==> config.mk <==
export PLATFORM = sky130hd
export DESIGN_NAME = lpri_sqrt
export DESIGN_NICKNAME = d
export VERILOG_FILES = /design/src/lpri_sqrt.sv
export SDC_FILE = /design/constraint.sdc
export NUM_CORES = 1
export LEC_CHECK = 0
export ABC_CLOCK_PERIOD_IN_PS = 3050
export BUFFER_PORTS_ARGS = -buffer_cell sky130_fd_sc_hd__buf_2
export CAP_MARGIN = 20
export CORE_ASPECT_RATIO = 1.2
export CORE_UTILIZATION = 25
export DETAILED_ROUTE_END_ITERATION = 16
export GPL_ROUTABILITY_DRIVEN = 0
export GPL_TIMING_DRIVEN = 1
export PLACE_DENSITY = 0.5
export SLEW_MARGIN = 20
export SYNTH_ARGS = -nofsm -noshare
export SYNTH_HDL_FRONTEND = slang
export SYNTH_SLANG_ARGS = --single-unit
==> constraint.sdc <==
create_clock -name clk_i -period 3.05 [get_ports clk_i]
set_input_delay 0.4575 -clock clk_i [delete_from_list [all_inputs] [get_ports clk_i]]
set_output_delay 0.4575 -clock clk_i [all_outputs]
set_load 0.01 [all_outputs]
==> src/lpri_sqrt.sv <==
`timescale 1ns / 1ps
// ----------------------------------------------------------------------------
// lpri_sqrt
// Pipelined integer square root, one result bit per register stage.
// ----------------------------------------------------------------------------
module lpri_sqrt #(
  parameter int IN_W = 40
) (
  input  logic                clk_i,
  input  logic                en_i,
  input  logic [IN_W-1:0]     rad_i,
  output logic [IN_W/2-1:0]   root_o
);

  localparam int OUT_W = IN_W / 2;

  logic [IN_W-1:0]  rem_q  [OUT_W];
  logic [OUT_W-1:0] root_q [OUT_W];

  for (genvar k = 0; k < OUT_W; k++) begin : g_stage
    localparam int I = OUT_W - 1 - k;
    logic [IN_W-1:0]  rem_in;
    logic [OUT_W-1:0] root_in;
    logic [IN_W:0]    trial;

    if (k == 0) begin : g_first
      assign rem_in  = rad_i;
      assign root_in = '0;
    end else begin : g_next
      assign rem_in  = rem_q[k-1];
      assign root_in = root_q[k-1];
    end

    assign trial = ((IN_W+1)'(root_in) << (I + 1)) | ((IN_W+1)'(1) << (2 * I));

    always_ff @(posedge clk_i) begin
      if (en_i) begin
        if ({1'b0, rem_in} >= trial) begin
          rem_q[k]  <= rem_in - trial[IN_W-1:0];
          root_q[k] <= root_in | (OUT_W'(1) << I);
        end else begin
          rem_q[k]  <= rem_in;
          root_q[k] <= root_in;
        end
      end
    end
  end

  assign root_o = root_q[OUT_W-1];

endmodule

==> run metrics <==
status complete, but fails checks; failing checks setup timing; antenna violations before repair 0; buffers added on ports 61; DR vias/cell 4.265; crit path kind reg2reg; Worst slew margin 41.67%; Most used DFF post-synth edfxtp_1; Antenna Violating Nets Remaining 0; diodes inserted 0; grt total ovfl 0; CP max stage delay 0.49 ns; hold path endpoint rem_q[0][39]; Final #Nets 4536; via count 28.91k; synth warn 0; Final setup viols 39; crit path time final 3.285 ns; gr usage total 10.05%; sequential-to-total area share from yosys stat 63.60%; total power 0.03753 W; first-pass GRT wire length 148600 um; Data arrival, critical path 3.74 ns; CTS tree built; Crit path buffers/inverters 1; r2r startpoint rem_q[10][28]; synthesized flop and latch total 970; area share of the largest cell type after synthesis 63.60%; async set-reset flop share out of synthesis 0%; Setup Skew 0.02531 ns; vias in the first global route 30.48k; worst-path fanout max 6; setup ws final -0.2354 ns; met3 routed WL 2348 um; Worst R2R Path Depth 9; area delta synth->final 27.97%; gate count after technology mapping 3566; I/O pin count 62; Post-Syn Area 45800 um2; Max Root-Sink Buffers 3; Final Max Tran Viols 0; Max Clk Rate 304.4 MHz; Worst-path clk slew 0.06 ns; Rows 171; Remaining DRCs 0; DP Worst Slack -0.5229 ns; Synth area leader edfxtp_1; worst path cell trace ha_2 -> or3_1 -> or4b_4 -> or3_4 -> or4_4 -> nor3_4 -> a221oi_4 -> clkbuf_16 -> mux2_4; Metal-1 WL 31300 um; critical path's slowest cell or4b_4; largest delay contributor family on the critical path simple AND/OR/NAND/NOR gates; Worst-Margin Slew 0.8749 ns; Max Used Layer met4; Mean Syn Cell Area 12.84 um2; Initial DRC Count 883; data required time of the critical path 3.51 ns; Pre-antenna DRT Iters 4; power density over the cells 640.4 nW/um2; Post-DP Area 53000 um2; largest net degree at the start of global routing 150; Synth cell types 73; Syn Nets 3835; root buf cell clkbuf_16; maximum vdd ir drop 497.0 uV; die area 184900 um2; largest cells by area after synthesis edfxtp_1, ha_1, xnor2_1; Starting Density 25.24%; clock latency on the worst-skew pair 0.71 ns; R2R setup slack -0.24 ns; total of max-cap violations 0; DR WL met2 56340 um; clock sink count 970; Final Hold Fails 0; layout cell share with drive strength beyond 1 23.76%; CTS H-Tree Depth 3; hold_sp rad_i[39]; Worst Setup Start Kind flip-flop; Tcrit/Tclk final 107.7%; final instance area 58610 um2; unrepaired setup endpoints after global routing yes; Die Width 392.7 um; WL/cell 13.98 um; worst r2r dst rem_q[11][25]; Static Leak 22.50 nW; hold depth 3; Num CTS Buffers 104; EDFF count, synth 970; class of the worst hold path in2reg; CORE AREA 181400 um2; TNS Setup -5.322 ns; Worst Setup End Kind flip-flop; Die Y 470.9 um; Detail Placement HPWL 69870 um; WL final 94720 um
worst max-delay path by stage:
stage	from	end	slack, ns	cells after the start
after global placement	rem_q[14][14]	rem_q[15][35]	-0.46	11
after detailed placement	rem_q[14][14]	rem_q[15][35]	-0.52	11
after CTS	rem_q[10][28]	rem_q[11][19]	-0.27	9
after floorplan	rem_q[10][28]	rem_q[11][19]	-0.17	9
final	rem_q[10][28]	rem_q[11][25]	-0.24	9
after global routing	rem_q[14][10]	rem_q[15][35]	-0.35	11
area by class of cell:
class | instances | area, um2
tap | 2422 | 3030
sequential | 970 | 29130
clock inverter | 75 | 808.3
multi-input combinational | 2241 | 16590
fill | 18129 | 122800
timing repair buffer | 671 | 5340
inverter | 279 | 1047
clock buffer | 120 | 2663
cell usage in the layout (no fill, tap or decap), types with 33 or more instances in the layout:
master,Yosys,routed
buf_4,0,532
clkbuf_16,0,106
a21oi_1,168,148
o21ai_0,180,164
nand2_1,263,261
nor4_1,94,80
xor2_1,156,155
nand3_1,40,35
a21o_1,79,79
inv_1,279,276
nor2_1,206,183
nor2b_1,36,33
buf_2,4,60
dlygate4sd3_1,0,38
edfxtp_1,970,970
nand4_1,52,52
ha_1,227,214
xnor2_1,160,158
nand2b_1,45,43
nor3_1,106,93
o21a_1,41,40
worst min-delay path: stages:
cell	delay (ns)
buf_2	0.09
nor2_1	0.04
a21oi_1	0.09
report_power, final:
| group | internal, W | total, W | switching [W] |
|---|---|---|---|
| Sequential | 0.0166 | 0.0175 | 0.000903 |
| Combinational | 0.00356 | 0.00726 | 0.00370 |
| Clock | 0.00747 | 0.0127 | 0.00527 |
routing by layer:
layer | GRT usage (%) | up-vias
li1 | - | 14671
met1 | 8.317 | 13642
met2 | 21.55 | 372
met3 | 1.686 | 222
met4 | 5.122 | 0
met5 | 0 | -
stage by stage:
stage	cells	hold slack, ns	utilization [%]
6_report	6778	0.08070	32.30
3_3_place_gp	6494	0.4280	29.21
4_1_cts	6748	0.004292	31.75
3_5_place_dp	6494	0.4270	29.21
5_1_grt	6778	0.04121	32.30
2_1_floorplan	3566	0.4166	-
repair_timing:
| action | in CTS | in global routing |
|---|---|---|
| gates cloned | 1 | 2 |
| pin swaps | 40 | 59 |
| buffers inserted | 22 | 29 |
| endpoints found under the setup margin | 162 | 212 |
| hold buffers | 38 | 0 |
| endpoints found under the hold margin | 38 | 0 |
| resized for setup | 124 | 151 |
synthesized netlist by cell type (15+ instances only):
cell type  instances
a211oi_1          20
a21o_1            79
a21oi_1          168
a31oi_1           18
clkbuf_1          67
edfxtp_1         970
ha_1             227
inv_1            279
mux2_1            15
mux2_2            18
nand2_1          263
nand2b_1          45
nand3_1           40
nand3b_1          17
nand4_1           52
nor2_1           206
nor2b_1           36
nor3_1           106
nor4_1            94
nor4b_1           22
o21a_1            41
o21ai_0          180
o31ai_1           22
or2_2             15
or3_1             30
or4_1             32
xnor2_1          160
xor2_1           156
kinds of logic (layout without fill, tap and decap cells):
kind of cell / after synthesis / count (layout) / share of synthesized area (%)
and+or+nand+nor: 1042 / 1042 / 11.95
DFF: 970 / 970 / 63.60
AOI/OAI and AO/OA: 615 / 615 / 8.300
buffers and inverters: 355 / 1145 / 2.921
xor gates and xnor gates: 316 / 316 / 6.043
adders and majority gates: 227 / 227 / 6.202
muxes: 41 / 41 / 0.9863
state kept, by name, summed over array words and instances (netlist names):
signal  count
rem_q     760
root_q    210
Note: power is estimated with default switching activity, not from simulation.
